### config.mk
export PLATFORM = sky130hd
export DESIGN_NAME = dlaq_ctrl
export DESIGN_NICKNAME = d
export VERILOG_FILES = /design/src/rtl/core/dlaq_pkg.sv /design/src/rtl/core/dlaq_ctrl.sv
export SDC_FILE = /design/constraint.sdc
export NUM_CORES = 1
export LEC_CHECK = 0
export BUFFER_PORTS_ARGS = -buffer_cell sky130_fd_sc_hd__buf_2
export CAP_MARGIN = 40
export CORE_MARGIN = 10
export CORE_UTILIZATION = 30
export CTS_BUF_LIST = sky130_fd_sc_hd__clkbuf_8
export DETAILED_ROUTE_END_ITERATION = 7
export MAX_ROUTING_LAYER = met4
export SLEW_MARGIN = 10
export SYNTH_ARGS = -nofsm -noshare
export SYNTH_HDL_FRONTEND = slang
export SYNTH_SLANG_ARGS = --single-unit
### constraint.sdc
create_clock -name clk -period 4.5 [get_ports clk]
set_input_delay 0.9 -clock clk [delete_from_list [all_inputs] [get_ports clk]]
set_output_delay 0.9 -clock clk [all_outputs]
set_load 0.02 [all_outputs]
### src/rtl/core/dlaq_pkg.sv
// ----------------------------------------------------------------------------
// dlaq_pkg
// Shared constants, codes and cell interface types for the alarm queue.
// ----------------------------------------------------------------------------
package dlaq_pkg;

	localparam int NUM_ALARMS = 32;
	localparam int ID_W       = $clog2(NUM_ALARMS);
	localparam int DLY_W      = 32;
	localparam int AID_W      = 8;

	localparam int S_FIELDS_W = AID_W + DLY_W + DLY_W + 1;
	localparam int S_DATA_W   = ((S_FIELDS_W + 7) / 8) * 8;
	localparam int M_FIELDS_W = AID_W + 2 + DLY_W;
	localparam int M_DATA_W   = ((M_FIELDS_W + 7) / 8) * 8;

	localparam logic [DLY_W-1:0] NO_TIMER = '1;

	typedef enum logic [1:0] {
		OP_INSERT    = 2'd0,
		OP_REMOVE    = 2'd1,
		OP_POP_FIRST = 2'd2,
		OP_POP_LAST  = 2'd3
	} op_t;

	typedef enum logic [1:0] {
		ST_OK    = 2'd0,
		ST_ERROR = 2'd1,
		ST_EMPTY = 2'd2
	} status_t;

	typedef enum logic [1:0] {
		TMR_NONE   = 2'd0,
		TMR_ARM    = 2'd1,
		TMR_DISARM = 2'd2
	} timer_cmd_t;

	typedef enum logic [2:0] {
		CM_HOLD      = 3'd0,
		CM_START     = 3'd1,
		CM_WALK_INS  = 3'd2,
		CM_WALK_REM  = 3'd3,
		CM_POP_FIRST = 3'd4,
		CM_POP_LAST  = 3'd5
	} cell_mode_t;

	// Command broadcast from the controller to every cell.
	typedef struct packed {
		cell_mode_t       mode;
		logic [ID_W-1:0]  id;
		logic [DLY_W-1:0] key;
		logic             refresh;
		logic [DLY_W-1:0] refresh_val;
	} cell_cmd_t;

	// What a cell shows to its neighbors.
	typedef struct packed {
		logic             vld;
		logic [ID_W-1:0]  id;
		logic [DLY_W-1:0] dly;
		logic             tok;
		logic [DLY_W-1:0] wkey;
		logic             fwd;
		logic [DLY_W-1:0] fwd_key;
	} cell_view_t;

	// What a cell reports to the controller.
	typedef struct packed {
		logic            hit;
		logic [ID_W-1:0] tail_id;
	} cell_stat_t;

endpackage

### src/rtl/core/dlaq_ctrl.sv
// ----------------------------------------------------------------------------
// dlaq_ctrl
// Sequencer: takes one item, checks it, drives the cell row and builds the
// result item in an output register.
// ----------------------------------------------------------------------------
module dlaq_ctrl import dlaq_pkg::*; (
	input  logic                clk,
	input  logic                arst_n,
	input  logic                s_tvalid,
	output logic                s_tready,
	input  logic [S_DATA_W-1:0] s_tdata,
	input  logic [1:0]          s_tuser,
	output logic                m_tvalid,
	input  logic                m_tready,
	output logic [M_DATA_W-1:0] m_tdata,
	output logic [1:0]          m_tuser,
	output cell_cmd_t           cmd,
	output logic                commit,
	input  cell_view_t          head,
	input  cell_stat_t          stats [NUM_ALARMS]
);

	typedef enum logic [2:0] {
		S_IDLE,
		S_DECODE,
		S_WALK,
		S_FINISH,
		S_RESULT
	} state_t;

	state_t              state_q;
	op_t                 op_q;
	logic [AID_W-1:0]    aid_q;
	logic [DLY_W-1:0]    key_q, tti_q;
	logic                reg_q;
	logic [NUM_ALARMS-1:0] inq_q;
	logic                was_first_q;
	status_t             res_status_q;
	logic [AID_W-1:0]    res_id_q;
	timer_cmd_t          res_cmd_q;
	logic [DLY_W-1:0]    res_val_q;
	logic                m_tvalid_q;
	logic [M_DATA_W-1:0] m_tdata_q;
	logic [1:0]          m_tuser_q;

	logic            hit_any;
	logic [ID_W-1:0] tail_id;
	logic [ID_W-1:0] aid_ix;
	logic            id_bad, queued, empty, ins_ok, rem_ok;

	always_comb begin
		hit_any = 1'b0;
		tail_id = '0;
		for (int i = 0; i < NUM_ALARMS; i++) begin
			hit_any = hit_any | stats[i].hit;
			tail_id = tail_id | stats[i].tail_id;
		end
	end

	assign aid_ix = aid_q[ID_W-1:0];
	assign id_bad = {24'd0, aid_q} >= 32'(NUM_ALARMS);
	assign queued = inq_q[aid_ix];
	assign empty  = !head.vld;
	assign ins_ok = !id_bad && !queued;
	assign rem_ok = !id_bad && reg_q && queued;

	assign s_tready = (state_q == S_IDLE);
	assign m_tvalid = m_tvalid_q;
	assign m_tdata  = m_tdata_q;
	assign m_tuser  = m_tuser_q;

	assign commit = (state_q == S_WALK) && hit_any;

	always_comb begin
		cmd             = '0;
		cmd.mode        = CM_HOLD;
		cmd.id          = aid_ix;
		cmd.key         = key_q;
		cmd.refresh_val = tti_q;
		unique case (state_q)
			S_DECODE: begin
				unique case (op_q)
					OP_INSERT: begin
						if (ins_ok) begin
							cmd.mode    = CM_START;
							cmd.refresh = (tti_q != NO_TIMER);
						end
					end
					OP_REMOVE: begin
						if (rem_ok) begin
							cmd.mode        = CM_START;
							cmd.refresh     = 1'b1;
							cmd.refresh_val = (tti_q != NO_TIMER) ? tti_q : '0;
						end
					end
					OP_POP_FIRST: if (!empty) cmd.mode = CM_POP_FIRST;
					OP_POP_LAST:  if (!empty) cmd.mode = CM_POP_LAST;
				endcase
			end
			S_WALK: begin
				cmd.mode = (op_q == OP_INSERT) ? CM_WALK_INS : CM_WALK_REM;
			end
			default: ;
		endcase
	end

	always_ff @(posedge clk or negedge arst_n) begin
		if (!arst_n) begin
			state_q      <= S_IDLE;
			op_q         <= OP_INSERT;
			aid_q        <= '0;
			key_q        <= '0;
			tti_q        <= '0;
			reg_q        <= 1'b0;
			inq_q        <= '0;
			was_first_q  <= 1'b0;
			res_status_q <= ST_OK;
			res_id_q     <= '0;
			res_cmd_q    <= TMR_NONE;
			res_val_q    <= '0;
			m_tvalid_q   <= 1'b0;
			m_tdata_q    <= '0;
			m_tuser_q    <= '0;
		end else begin
			// In the result state the output register is handled below.
			if (m_tvalid_q && m_tready && (state_q != S_RESULT)) begin
				m_tvalid_q <= 1'b0;
			end
			unique case (state_q)
				S_IDLE: begin
					if (s_tvalid) begin
						op_q    <= op_t'(s_tuser);
						aid_q   <= s_tdata[AID_W-1:0];
						key_q   <= s_tdata[AID_W+DLY_W-1:AID_W];
						tti_q   <= s_tdata[AID_W+2*DLY_W-1:AID_W+DLY_W];
						reg_q   <= s_tdata[AID_W+2*DLY_W];
						state_q <= S_DECODE;
					end
				end
				S_DECODE: begin
					res_cmd_q <= TMR_NONE;
					res_val_q <= '0;
					unique case (op_q)
						OP_INSERT: begin
							res_id_q <= '0;
							if (ins_ok) begin
								res_status_q <= ST_OK;
								state_q      <= S_WALK;
							end else begin
								res_status_q <= ST_ERROR;
								state_q      <= S_RESULT;
							end
						end
						OP_REMOVE: begin
							res_id_q <= '0;
							if (rem_ok) begin
								res_status_q <= ST_OK;
								state_q      <= S_WALK;
							end else begin
								res_status_q <= ST_ERROR;
								state_q      <= S_RESULT;
							end
						end
						OP_POP_FIRST: begin
							state_q <= S_RESULT;
							if (empty) begin
								res_status_q <= ST_EMPTY;
								res_id_q     <= '0;
							end else begin
								res_status_q   <= ST_OK;
								res_id_q       <= AID_W'(head.id);
								inq_q[head.id] <= 1'b0;
							end
						end
						OP_POP_LAST: begin
							state_q <= S_RESULT;
							if (empty) begin
								res_status_q <= ST_EMPTY;
								res_id_q     <= '0;
							end else begin
								res_status_q   <= ST_OK;
								res_id_q       <= AID_W'(tail_id);
								inq_q[tail_id] <= 1'b0;
							end
						end
					endcase
				end
				S_WALK: begin
					if (hit_any) begin
						if (op_q == OP_INSERT) begin
							inq_q[aid_ix] <= 1'b1;
							// A new alarm at the front reprograms the timer.
							if (head.tok) begin
								res_cmd_q <= TMR_ARM;
								res_val_q <= head.wkey;
							end
							state_q <= S_RESULT;
						end else begin
							inq_q[aid_ix] <= 1'b0;
							was_first_q   <= head.tok;
							state_q       <= S_FINISH;
						end
					end
				end
				S_FINISH: begin
					if (!head.vld) begin
						res_cmd_q <= TMR_DISARM;
					end else if (was_first_q && (head.dly != '0)) begin
						res_cmd_q <= TMR_ARM;
						res_val_q <= head.dly;
					end
					state_q <= S_RESULT;
				end
				S_RESULT: begin
					if (!m_tvalid_q || m_tready) begin
						m_tvalid_q <= 1'b1;
						m_tdata_q  <= M_DATA_W'({res_val_q, res_cmd_q, res_id_q});
						m_tuser_q  <= res_status_q;
						state_q    <= S_IDLE;
					end
				end
				default: state_q <= S_IDLE;
			endcase
		end
	end

endmodule

# Word level (Yosys, flattened, before mapping)
# Index checks and enable logic that the tools add are counted.
[classes]
magnitude_cmp = 7
n_eq_ne = 20
n_mux = 57
bitwise = 70
reduce_logical = 28
[ops]
columns = ["operator", "n"]
rows = [
  ["32-bit two-way mux", 11],
  ["5-bit OR", 31],
  ["32-bit case mux with 2 select lines", 2],
  ["32-bit AND", 3],
  ["32-bit NOT", 3],
  ["32-bit case mux with 3 select lines", 1],
  ["33-bit two-way mux", 2],
  ["32-bit inequality test (second input constant)", 1],
  ["32-bit OR", 1],
  ["32-bit nonzero test", 1],
  ["1-bit OR", 31],
  ["3-bit two-way mux", 8],
  ["8-bit case mux with 3 select lines", 1],
  ["5-bit by 6-bit less-than comparator with 1-bit output (second input constant)", 3],
  ["1-bit demux with 5-bit select", 3],
  ["5-bit by 1-bit >= comparator with 1-bit output (second input constant)", 3],
  ["3-bit case mux with 5 select lines", 1],
  ["1-bit two-way mux", 13],
  ["2-bit two-way mux", 6],
  ["2-bit inequality test (second input constant)", 6],
  ["3-bit inequality test (second input constant)", 4],
  ["2-bit case mux with 3 select lines", 2],
  ["3-bit case mux with 4 select lines", 1],
  ["1-bit logical AND", 10],
  ["other kinds (25)", 34],
]
[word_totals]
ff_bits = 200
inputBits = 382
out_inout_bits = 126
word_cells = 197

# Depth between registers and ports, before layout
[depth]
depth_word = 40
mapped_depth = 9
mapped_depth_nobuf = 7

# Least setup slack after synthesis
# Ideal clock, no wire load.
[synth_timing]
path_type = "register to output"
startpoint = "register aid_q[0]"
endpoint = "output port cmd[70] in the netlist's numbering"
t_arrival_ps = 2241
required_ps = 3600
slack_ps = 1359
path_stages_with_launch = 7
n_path_buf = 1
path_cell_list = "dfrtp_1 > buf_2 > mux4_2 > a22oi_1 > and4_4 > mux2_4 > o22ai_1"
[synth_lines]
columns = ["element", "line_no", "source"]
rows = [
  ["start, declared", "dlaq_ctrl.sv:33", "logic [AID_W-1:0] aid_q;"],
  ["start signal, assigned", "dlaq_ctrl.sv:133", "aid_q <= s_tdata[AID_W-1:0];"],
  ["end, declared", "dlaq_ctrl.sv:17", "output cell_cmd_t cmd,"],
]

==> run metrics <==
status=completed; CP Data Required Time=3.60 ns; worst min-delay path category=input pin to async pin; Worst-Skew Late Latency=0.47 ns; Slew HR=38.6%; DIE AREA=39800 um2; Setup violations, final=0; Cells after Synth=899; fin crit share=96.6%; met3 global-route usage=5.11%; Vias/cell=5.28; Max Cap Violations=0; routed len/inst=22.2 um; Crit. End Element=primary output; area grow syn2layout=31.8%; register area=4850 um2; Slew Viols, Final=0; unrepaired setup endpoints after global routing=no; drt first-iter violations=581; nets=1717; core area=31700 um2; Tot GR Track Use=19.3%; Max VDD drop=0.360 mV; power per cell area=595 nW/um2; Overflow after GRT=0; Root Buffer=clkbuf_8; RR Endpoint=res_status_q[0]; fillcell total=3229; share of synthesized flip-flops with an asynchronous set or reset=100%; clock sink count=194; DR pass1 iterations=6; dpl ws=0.748 ns; Leak=5.84 nW; sequential fraction of the synthesis area=50.2%; worst-path fanout max=19; hold buffers post-CTS=0; CTS Buffer Depth=2; final worst slack=0.152 ns; CP arrival=3.45 ns; DP Wirelength=30.4 mm; most common cell after layout, fill and taps aside=buf_2; Setup Fix Bufs, Post-CTS=0; Ys Warns=0; Most Crowded Layer GR=met2; Reg2Reg Launch Point=aid_q[1]; clk slew on worst S/H paths=0.12 ns; Post-CTS Resized=0; Mapped Area=9670 um2; Fmax=0.230 GHz; worst-case register-to-register setup slack=1.59 ns; row count=65; Die W=200 um; Worst Tran Pin Value=0.921 ns; vias=9250; R2R cell count=8; most frequent cells in the layout=buf_2 (458), dfrtp_1 (194), mux2_2 (115), nor4_1 (63), nor2_1 (61); num ports=508; met1 Use GR=23.1%; initial antenna violation count=2; Initial Util=30.5%; Tmin final=4.35 ns; area occupied by multi-input gates=4480 um2; Synth Flop Type=dfrtp_1; number of remaining DRC errors=0; Post-synth EDFFs=0; H-tree depth=4; CTS tree=built; met2 GRT Util=31.9%; Critical path origin=aid_q[1]; number of global-route vias before repair=9691; Fin Setup TNS=0 ns; Final Hold Vio Count=0; port buffer count=458; largest net degree at the start of global routing=92; Distinct cells, synth=49; first-pass GRT wire length=57.3 mm; post-route ant nets=0; crit path capture=cmd[70]; share of layout cells above drive strength 1=47.6%; crit path kind=register to primary output; Synth Register Bits=194; Startpoint Class=register; mean post-synth cell area=10.8 um2; WL final=38.9 mm; gpl congestion=0.911; die height=200 um; CTS Buf Count=17; Max Clock Skew=0.0203 ns
==> worst min path at each step <==
stage	endpoint	slack (ns)	cells past startpoint
after floorplan	res_status_q[1]	0.43	2
after global placement	res_status_q[1]	0.47	2
after detailed placement	res_status_q[1]	0.46	2
after CTS	aid_q[2]	0.23	1
after global routing	aid_q[2]	0.21	1
final	aid_q[2]	0.26	1
==> cell families after synthesis <==
family | Yosys count | share of synthesized area, %
AOI/OAI and AO/OA | 220 | 14.9
buffers and inverters | 78 | 3.87
DFF | 194 | 50.2
muxes | 128 | 15.3
other | 1 | 0.0388
and+or+nand+nor | 278 | 15.7
==> metrics by stage <==
step / utilization [%] / cells / power (mW) / hold WS (ns) / cell area [um2]
after detailed placement: 39.0 / 1718 / 6.52 / 0.464 / 12400
after CTS: 40.2 / 1750 / 7.68 / 0.227 / 12700
after global routing: 40.2 / 1751 / 8.08 / 0.214 / 12700
final: 40.2 / 1752 / 7.58 / 0.258 / 12700
after global placement: 38.8 / 1714 / 6.44 / 0.465 / 12300
after floorplan: - / 907 / 5.21 / 0.435 / 9700
==> routing by layer <==
metal  routed length (um)  vias up  share of wire [%]
met4                  516        0                1.3
met1                15400     4530                 40
met3                 3450       30                8.9
met2                19500      438                 50
met5                    0        -                  0
li1                     -     4252                  -
==> cells in the mapped netlist (2+ instances only) <==
cell type / count / area, um2
a41o_1: 3 / 30.0
a22oi_1: 35 / 263
buf_2: 11 / 55.1
nand2_1: 44 / 165
a221o_1: 3 / 30.0
and2_1: 6 / 37.5
nand2b_1: 3 / 18.8
a21oi_1: 57 / 285
o22ai_1: 4 / 25.0
inv_1: 6 / 22.5
mux4_2: 4 / 90.1
mux2i_1: 8 / 80.1
nor3_1: 12 / 60.1
nor2_1: 61 / 229
o21ai_0: 48 / 240
nand3b_1: 4 / 30.0
dfrtp_1: 194 / 4850
nand4_1: 22 / 138
and3b_1: 4 / 35.0
buf_4: 18 / 135
mux2_2: 115 / 1290
buf_1: 6 / 22.5
o211ai_1: 10 / 75.1
a31oi_1: 3 / 18.8
a221oi_1: 26 / 228
nor4_1: 63 / 394
or3_1: 2 / 12.5
and3_1: 5 / 31.3
nand3_1: 7 / 35.0
nor2b_1: 34 / 213
nor4_2: 3 / 37.5
o31ai_1: 23 / 173
nor3b_1: 4 / 30.0
clkbuf_1: 36 / 135
==> cell type report <==
class	instances	share of cell area [%]
antenna	2	0.0393
clock buffer	17	1.84
clock inverter	15	1.11
inverter	7	0.206
multi-input combinational	635	35.2
sequential	194	38.1
tap	402	3.95
timing repair buffer	480	19.6
==> report_power, final <==
| part | internal, mW | switching [mW] | leakage [nW] |
|---|---|---|---|
| Clock | 0.413 | 0.712 | 0.190 |
| Sequential | 2.46 | 0.581 | 2.36 |
| Combinational | 1.43 | 1.98 | 3.30 |
| Total | 4.31 | 3.27 | 5.84 |
==> worst max-delay path, cell delays in order (launching register included) <==
cell,delay (ns)
dfrtp_1,0.96
buf_4,0.27
mux2i_1,0.19
o22ai_1,0.09
o21ai_0,0.26
and4_4,0.33
mux2_4,0.35
o22ai_1,0.29
buf_2,0.24
(Power assumes the default switching activity.)
