<file path="src/rtl/core/dlaq_pkg.sv">
// ----------------------------------------------------------------------------
// dlaq_pkg
// Shared constants, codes and cell interface types for the alarm queue.
// ----------------------------------------------------------------------------
package dlaq_pkg;

	localparam int NUM_ALARMS = 32;
	localparam int ID_W       = $clog2(NUM_ALARMS);
	localparam int DLY_W      = 32;
	localparam int AID_W      = 8;

	localparam int S_FIELDS_W = AID_W + DLY_W + DLY_W + 1;
	localparam int S_DATA_W   = ((S_FIELDS_W + 7) / 8) * 8;
	localparam int M_FIELDS_W = AID_W + 2 + DLY_W;
	localparam int M_DATA_W   = ((M_FIELDS_W + 7) / 8) * 8;

	localparam logic [DLY_W-1:0] NO_TIMER = '1;

	typedef enum logic [1:0] {
		OP_INSERT    = 2'd0,
		OP_REMOVE    = 2'd1,
		OP_POP_FIRST = 2'd2,
		OP_POP_LAST  = 2'd3
	} op_t;

	typedef enum logic [1:0] {
		ST_OK    = 2'd0,
		ST_ERROR = 2'd1,
		ST_EMPTY = 2'd2
	} status_t;

	typedef enum logic [1:0] {
		TMR_NONE   = 2'd0,
		TMR_ARM    = 2'd1,
		TMR_DISARM = 2'd2
	} timer_cmd_t;

	typedef enum logic [2:0] {
		CM_HOLD      = 3'd0,
		CM_START     = 3'd1,
		CM_WALK_INS  = 3'd2,
		CM_WALK_REM  = 3'd3,
		CM_POP_FIRST = 3'd4,
		CM_POP_LAST  = 3'd5
	} cell_mode_t;

	// Command broadcast from the controller to every cell.
	typedef struct packed {
		cell_mode_t       mode;
		logic [ID_W-1:0]  id;
		logic [DLY_W-1:0] key;
		logic             refresh;
		logic [DLY_W-1:0] refresh_val;
	} cell_cmd_t;

	// What a cell shows to its neighbors.
	typedef struct packed {
		logic             vld;
		logic [ID_W-1:0]  id;
		logic [DLY_W-1:0] dly;
		logic             tok;
		logic [DLY_W-1:0] wkey;
		logic             fwd;
		logic [DLY_W-1:0] fwd_key;
	} cell_view_t;

	// What a cell reports to the controller.
	typedef struct packed {
		logic            hit;
		logic [ID_W-1:0] tail_id;
	} cell_stat_t;

endpackage

</file>
<file path="src/rtl/core/dlaq_cell.sv">
// ----------------------------------------------------------------------------
// dlaq_cell
// One list position: holds an alarm id and its relative delay, carries the
// search token and shifts entries to or from its neighbors.
// ----------------------------------------------------------------------------
module dlaq_cell import dlaq_pkg::*; (
	input  logic       clk,
	input  logic       arst_n,
	input  logic       is_head,
	input  cell_cmd_t  cmd,
	input  logic       commit,
	input  cell_view_t left,
	input  cell_view_t right,
	output cell_view_t view,
	output cell_stat_t stat
);

	logic             vld_q, tok_q, pas_q;
	logic [ID_W-1:0]  id_q;
	logic [DLY_W-1:0] dly_q, wkey_q;

	logic             vld_d, tok_d, pas_d;
	logic [ID_W-1:0]  id_d;
	logic [DLY_W-1:0] dly_d, wkey_d;

	logic le, match, pass, hit;

	always_comb begin
		le    = vld_q && (dly_q <= wkey_q);
		match = vld_q && (id_q == cmd.id);
		pass  = 1'b0;
		hit   = 1'b0;
		if (cmd.mode == CM_WALK_INS) begin
			pass = tok_q && le;
			hit  = tok_q && !le;
		end else if (cmd.mode == CM_WALK_REM) begin
			pass = tok_q && !match;
			hit  = tok_q && match;
		end
	end

	assign view.vld     = vld_q;
	assign view.id      = id_q;
	assign view.dly     = dly_q;
	assign view.tok     = tok_q;
	assign view.wkey    = wkey_q;
	assign view.fwd     = pass;
	assign view.fwd_key = wkey_q - dly_q;

	assign stat.hit     = hit;
	assign stat.tail_id = (vld_q && !right.vld) ? id_q : '0;

	always_comb begin
		vld_d  = vld_q;
		tok_d  = tok_q;
		pas_d  = pas_q;
		id_d   = id_q;
		dly_d  = dly_q;
		wkey_d = wkey_q;
		unique case (cmd.mode)
			CM_START: begin
				tok_d  = is_head;
				pas_d  = 1'b0;
				wkey_d = cmd.key;
				if (is_head && cmd.refresh && vld_q) begin
					dly_d = cmd.refresh_val;
				end
			end
			CM_WALK_INS: begin
				if (commit) begin
					tok_d = 1'b0;
					pas_d = 1'b0;
					// Cells ahead of the token keep their entries; the token cell
					// takes the new alarm and everything behind it moves back one.
					if (!pas_q) begin
						if (tok_q) begin
							vld_d = 1'b1;
							id_d  = cmd.id;
							dly_d = wkey_q;
						end else begin
							vld_d = left.vld;
							id_d  = left.id;
							dly_d = left.tok ? (left.dly - left.wkey) : left.dly;
						end
					end
				end else begin
					if (pass) begin
						tok_d = 1'b0;
						pas_d = 1'b1;
					end
					if (left.fwd) begin
						tok_d  = 1'b1;
						wkey_d = left.fwd_key;
					end
				end
			end
			CM_WALK_REM: begin
				if (commit) begin
					tok_d = 1'b0;
					pas_d = 1'b0;
					// The matched entry folds its delay into the successor as the
					// rest of the list moves forward one.
					if (!pas_q) begin
						vld_d = right.vld;
						id_d  = right.id;
						dly_d = tok_q ? (right.dly + dly_q) : right.dly;
					end
				end else begin
					if (pass) begin
						tok_d = 1'b0;
						pas_d = 1'b1;
					end
					if (left.fwd) begin
						tok_d  = 1'b1;
						wkey_d = left.fwd_key;
					end
				end
			end
			CM_POP_FIRST: begin
				vld_d = right.vld;
				id_d  = right.id;
				dly_d = right.dly;
			end
			CM_POP_LAST: begin
				if (vld_q && !right.vld) begin
					vld_d = 1'b0;
				end
			end
			default: ;
		endcase
	end

	always_ff @(posedge clk or negedge arst_n) begin
		if (!arst_n) begin
			vld_q <= 1'b0;
			tok_q <= 1'b0;
			pas_q <= 1'b0;
		end else begin
			vld_q <= vld_d;
			tok_q <= tok_d;
			pas_q <= pas_d;
		end
	end

	always_ff @(posedge clk) begin
		id_q   <= id_d;
		dly_q  <= dly_d;
		wkey_q <= wkey_d;
	end

endmodule

</file>
<file path="config.mk">
export PLATFORM = sky130hd
export DESIGN_NAME = dlaq_cell
export DESIGN_NICKNAME = d
export VERILOG_FILES = /design/src/rtl/core/dlaq_pkg.sv /design/src/rtl/core/dlaq_cell.sv
export SDC_FILE = /design/constraint.sdc
export NUM_CORES = 1
export LEC_CHECK = 0
export BUFFER_PORTS_ARGS = -buffer_cell sky130_fd_sc_hd__buf_2
export CELL_PAD_IN_SITES_DETAIL_PLACEMENT = 0
export CELL_PAD_IN_SITES_GLOBAL_PLACEMENT = 1
export CORE_ASPECT_RATIO = 0.75
export CORE_MARGIN = 2
export CORE_UTILIZATION = 32
export CTS_CLUSTER_DIAMETER = 150
export DETAILED_ROUTE_END_ITERATION = 7
export GPL_TIMING_DRIVEN = 0
export HOLD_SLACK_MARGIN = 0.03
export MAX_ROUTING_LAYER = met4
export PLACE_DENSITY_LB_ADDON = 0.05
export SETUP_SLACK_MARGIN = 0.2
export SLEW_MARGIN = 0
export SYNTH_ARGS = -nofsm -noshare
export SYNTH_HDL_FRONTEND = slang
export SYNTH_SLANG_ARGS = --single-unit
</file>
<file path="constraint.sdc">
create_clock -name clk -period 2.8 [get_ports clk]
set_input_delay 0 -clock clk [delete_from_list [all_inputs] [get_ports clk]]
set_output_delay 0 -clock clk [all_outputs]
set_load 0.02 [all_outputs]
</file>
# After elaboration in Yosys (flattened, before gate mapping)
# Index checks and enable logic that the tools add are counted.
[totals]
inputBits = 285
romBits = 0
latch_bits = 0
mem_bits_rw = 0
n_memories = 0
word_cells = 86
output_inout_bits = 110
regBits = 72
[classes]
order_cmp = 1
shifts = 0
n_reduce_logical = 23
n_eq_ne = 16
multipliers = 0
addsub = 3
n_bitwise = 0
mux = 37
n_div = 0
[ops]
columns = ["op", "count"]
rows = [
  ["$mux W32", 10],
  ["$pmux W32 S4", 1],
  ["$pmux W32 S2", 1],
  ["$sub A32 B32 Y32", 2],
  ["$add A32 B32 Y32", 1],
  ["$le A32 B32 Y1", 1],
  ["$mux W5", 6],
  ["$mux W1", 15],
  ["$pmux W5 S3", 1],
  ["$ne A2 B2 Y1 const B", 7],
  ["$reduce_and A6 Y1", 2],
  ["$logic_and A1 B1 Y1", 9],
  ["$reduce_bool A4 Y1", 2],
  ["$eq A3 B2 Y1 const B", 2],
  ["$eq A3 B3 Y1 const B", 2],
  ["$eq A5 B5 Y1", 1],
  ["$reduce_and A5 Y1", 1],
  ["$ne A4 B1 Y1 const B", 1],
  ["$pmux W1 S2", 2],
  ["$pmux W1 S4", 1],
  ["$reduce_and A2 Y1", 2],
  ["$eq A3 B1 Y1 const B", 1],
  ["$logic_not A1 Y1", 3],
  ["$ne A3 B1 Y1 const B", 1],
  ["other kinds (5)", 5],
]

# Logic depth before layout (Yosys ltp)
[logic_depth]
ltp_word = 10
ltp_mapped = 14
depth_no_buf = 13

# Least setup slack after synthesis
# OpenSTA, ideal clock, no wires.
[synth_path]
path_type = "register to output"
start = "reg dly_q[0]"
end = "out view[28] in the netlist's numbering"
required_ps = 2800
path_stages_with_launch = 13
path_slack_ps = -221
n_path_buf = 0
t_arrival_ps = 3021
path_cell_list = "edfxtp_1 > ha_1 > fa_1 > nor2b_1 > o21ai_1 > a21boi_1 > o211ai_1 > a21oi_1 > o311ai_2 > a31oi_2 > a211oi_1 > o41ai_2 > xor2_1"
[synth_lines]
columns = ["element", "line", "text"]
rows = [
  ["start: declaration", "dlaq_cell.sv:20", "logic [DLY_W-1:0] dly_q, wkey_q;"],
  ["start signal: assignment", "dlaq_cell.sv:147", "dly_q <= dly_d;"],
  ["end: declaration", "dlaq_cell.sv:14", "output cell_view_t view,"],
]

==> run_results.csv <==
group,metric,value,unit
run_status,status,"finished, violations left",
run_status,violations,"setup timing",
worst_setup_path,cp_data_arrival_time,3.45,ns
power_and_ir_drop,leakagePower,0.00689,uW
timing,slew_headroom,0.356,
floorplan,core_area,0.0291,mm2
yosys,synth_edf_count,69,
cts,clk_latency,0.36,ns
yosys,synth_top_cell_by_area,"edfxtp_1",
cts,cts_sinks,72,
detailed_routing,drt_iter0_markers,813,
cts,clockBufferDepth,2,
grt,antenna_found_initial,6,
detailed_routing,num_vias,11600,
grt,grt_pass1_vias,11200,
cts,clk_pin_slew,0.07,ns
worst_setup_path,startpoint_type,"flop",
placement,port_buffers,326,
yosys,synthFlopType,"edfxtp_1",
placement,dpl.hpwl,35500,um
placement,dpl_worst_slack,-0.743,ns
yosys,ys_seq_area_frac,0.227,
floorplan,die_x,203,um
worst_setup_path,cp_max_fo,2,
yosys,muxShareOfSynthArea,0.0342,
detailed_routing,drc,0,
placement,dpl_cell_area,0.0118,mm2
yosys,synth_compound_area_frac,0.284,
grt,grt_pass1_wl,67200,um
worst_setup_path,max_stage_delay,0.46,ns
detailed_routing,postRouteAntennaNets,0,
floorplan,start_util,0.325,
floorplan,boundaryPins,395,
yosys,netlist_instances,1226,
timing,setup_viol,42,
timing,layout_min_cycle_time,3.45,ns
finish,final_area,0.0148,mm2
power_and_ir_drop,power_density,436,mW/mm2
detailed_routing,totalWireLength,46800,um
yosys,synth_top_cells_by_area,"edfxtp_1 22%, ha_1 12%, nand2_1 7.5%, a21oi_1 5.7%, xnor2_1 4.6%",
timing,worst_slew_pin_slew,0.963,ns
flow_run,maxCapViolations,0,
finish,nets,2143,
floorplan,die_h,153,um
power_and_ir_drop,ir_drop,0.315,mV
yosys,yosysWarningCount,0,
worst_setup_path,cp.required,2.80,ns
timing,setup_tns,-11.09,ns
finish,fin_cells,2163,
worst_setup_path,worst_path_max_delay_cell,"edfxtp_1",
placement,place_congestion,0.916,
yosys,synth-adder-area-share,0.131,
finish,fillerInstances,2958,
timing,rsz0062_at_grt,"yes",
worst_setup_path,critPathCaptureType,"output pin",
worst_setup_path,worstPathCellList,"ha_2, fa_2, nor2b_2, o21ai_2, a21boi_2, o211ai_1, a21oi_2, o311ai_4, a31oi_4, a211oi_1, o41ai_2, xor2_2, buf_6",
grt,grt_max_degree,31,
detailed_routing,wl_per_cell,21.6,um
yosys,async_flop_share,0.0417,
detailed_routing,viasPerCell,5.35,
yosys,synth_xor_area_frac,0.0768,
timing,period_share,1.23,
yosys,syn-cell-area,0.00946,mm2
yosys,yosysUniqueCellTypes,72,
yosys,synth_top_area_frac,0.219,
yosys,synthSimpleGateAreaFrac,0.190,
cts,tritoncts,"yes",
grt,gr-total-overflow,0,
timing,slew_viol_final,0,
timing,finalHoldViolations,0,
cts,cts_buffers,9,
yosys,avgSynthCellArea,7.72,um2
timing,fin_ws,-0.650,ns
finish,final_layout_size_suffix_gt1_frac,0.353,
floorplan,num_rows,54,
detailed_routing,first_pass_iters,5,
timing,clock_skew,0.00955,ns
finish,syn_to_final_growth,56.7,%
yosys,ys_seq_elements,72,
worst_hold_path,hold_class,"in2reg",
cts,root_buffer,"clkbuf_16",
grt,grt.total_usage,0.298,
cts,htree_levels,3,
yosys,synth_fp_nets,1608,
floorplan,die_area,0.0310,mm2
placement,dp_cells,1946,
timing,timing.fmax,290,MHz
yosys,synth_top_family_by_area,"compound AO/OA/AOI/OAI gates",
worst_setup_path,crit_type,"reg2out",
==> per-layer routing <==
layer  wire (um)  vias to the layer above  track usage  share of wire
met5           0                        -            -              0
met4        1340                        0       0.0890          0.029
met3        3370                       70       0.0484          0.072
met2       19500                      426        0.423           0.42
met1       22600                     5518        0.429           0.48
li1            -                     5549            -              -
==> worst paths after layout <==
check	slack [ns]	cells after the start	end	from
max	-0.65	13	view[28]	dly_q[0]
min	0.04	3	id_q[0]	left[98]
max reg2reg	-0.43	14	dly_q[29]	dly_q[12]
min reg2reg	0.57	2	pas_q	pas_q
max in group asynchronous	2.08	3	pas_q	arst_n
min in group asynchronous	0.56	3	tok_q	arst_n
==> flip-flops by register name, indices dropped and copies added (netlist names) <==
register  cells
wkey_q       32
vld_q         1
id_q          5
pas_q         1
tok_q         1
dly_q        32
==> stage by stage <==
stage / total power [uW] / hold WS, ns / util
6_report: 6470 / 0.0404 / 0.509
5_1_grt: 6780 / 0.0455 / 0.509
4_1_cts: 6140 / 0.0383 / 0.486
3_5_place_dp: 4250 / -0.190 / 0.405
3_3_place_gp: 4250 / -0.190 / 0.403
2_1_floorplan: 3260 / -0.296 / -
==> cells in the final DEF, fill, tap and decap left out, types with 9 or more instances in the layout <==
cell / synthesis / layout
o211ai_1: 12 / 12
nand3_1: 15 / 14
a21oi_2: 3 / 26
buf_6: 0 / 28
xor2_1: 33 / 29
o21a_1: 14 / 13
buf_4: 4 / 106
o21bai_1: 14 / 12
o21ai_1: 14 / 15
nand2b_1: 18 / 18
clkbuf_16: 0 / 9
edfxtp_1: 69 / 69
ha_4: 0 / 18
dlygate4sd3_1: 0 / 94
nor2b_1: 25 / 20
nor2_1: 99 / 87
clkbuf_1: 38 / 28
ha_1: 94 / 70
o221ai_1: 15 / 15
inv_1: 90 / 82
nand2_1: 188 / 177
a21oi_1: 107 / 75
xnor2_1: 50 / 38
xnor2_2: 0 / 12
o21ai_0: 56 / 41
nand2_2: 0 / 9
nor3_1: 13 / 12
a31oi_1: 12 / 9
and2_1: 11 / 11
o21ai_2: 0 / 13
buf_2: 1 / 303
mux2i_1: 29 / 29
nand4_1: 14 / 14
a221oi_1: 17 / 17
a21oi_4: 0 / 9
a21o_1: 41 / 40
==> cells by family after synthesis <==
kind of cell | after synthesis
muxes | 31
AOI/OAI and AO/OA | 397
buffers and inverters | 140
xor gates and xnor gates | 83
and+or+nand+nor | 406
DFF | 72
adders and majority gates | 97
==> critical path, delay by kind of cell, from the launching register on <==
family | cells | cell delay, ns
compound gates | 8 | 1.53
xor+xnor | 1 | 0.19
fa+ha+maj | 2 | 0.61
buf+inv | 1 | 0.14
flops | 1 | 0.46
simple gates | 1 | 0.14
==> cells in the mapped netlist (4+ instances only) <==
| cell | count |
|---|---|
| a211oi_1 | 9 |
| a21boi_0 | 4 |
| a21o_1 | 41 |
| a21oi_1 | 107 |
| a221o_1 | 8 |
| a221oi_1 | 17 |
| a222oi_1 | 5 |
| a22o_1 | 8 |
| a22oi_1 | 6 |
| a31oi_1 | 12 |
| and2_1 | 11 |
| and3_1 | 7 |
| buf_1 | 7 |
| buf_4 | 4 |
| clkbuf_1 | 38 |
| edfxtp_1 | 69 |
| ha_1 | 94 |
| inv_1 | 90 |
| mux2i_1 | 29 |
| nand2_1 | 188 |
| nand2b_1 | 18 |
| nand3_1 | 15 |
| nand4_1 | 14 |
| nor2_1 | 99 |
| nor2b_1 | 25 |
| nor3_1 | 13 |
| o211ai_1 | 12 |
| o21a_1 | 14 |
| o21ai_0 | 56 |
| o21ai_1 | 14 |
| o21bai_1 | 14 |
| o221ai_1 | 15 |
| o22ai_1 | 10 |
| o31a_1 | 4 |
| o31ai_1 | 5 |
| or3_1 | 5 |
| xnor2_1 | 50 |
| xor2_1 | 33 |
==> report_power, final <==
group | internal (uW) | switching, uW | leakage [uW]
Clock | 783 | 588 | 0.000148
Sequential | 1300 | 122 | 0.000676
Combinational | 1650 | 2030 | 0.00607
==> area by class of cell <==
class | instances | area, um2 | share of cell area
inverters | 90 | 338 | 0.0228
clock inverters | 7 | 96.3 | 0.00650
flip-flops and latches | 72 | 2150 | 0.145
well taps | 392 | 490 | 0.0331
clock buffers | 9 | 225 | 0.0152
diodes | 5 | 12.5 | 0.000844
multi-input cells | 1014 | 7720 | 0.521
plain buffers | 50 | 254 | 0.0171
repair buffers | 524 | 3550 | 0.239
==> what timing repair did <==
item,in CTS,in global routing
endpoints found under the setup margin,59,77
hold buffers,94,0
hold endpoints to repair,52,0
pin swaps,77,48
setup buffers,76,26
resized for setup,138,109
Note: power is estimated with default switching activity, not from simulation.
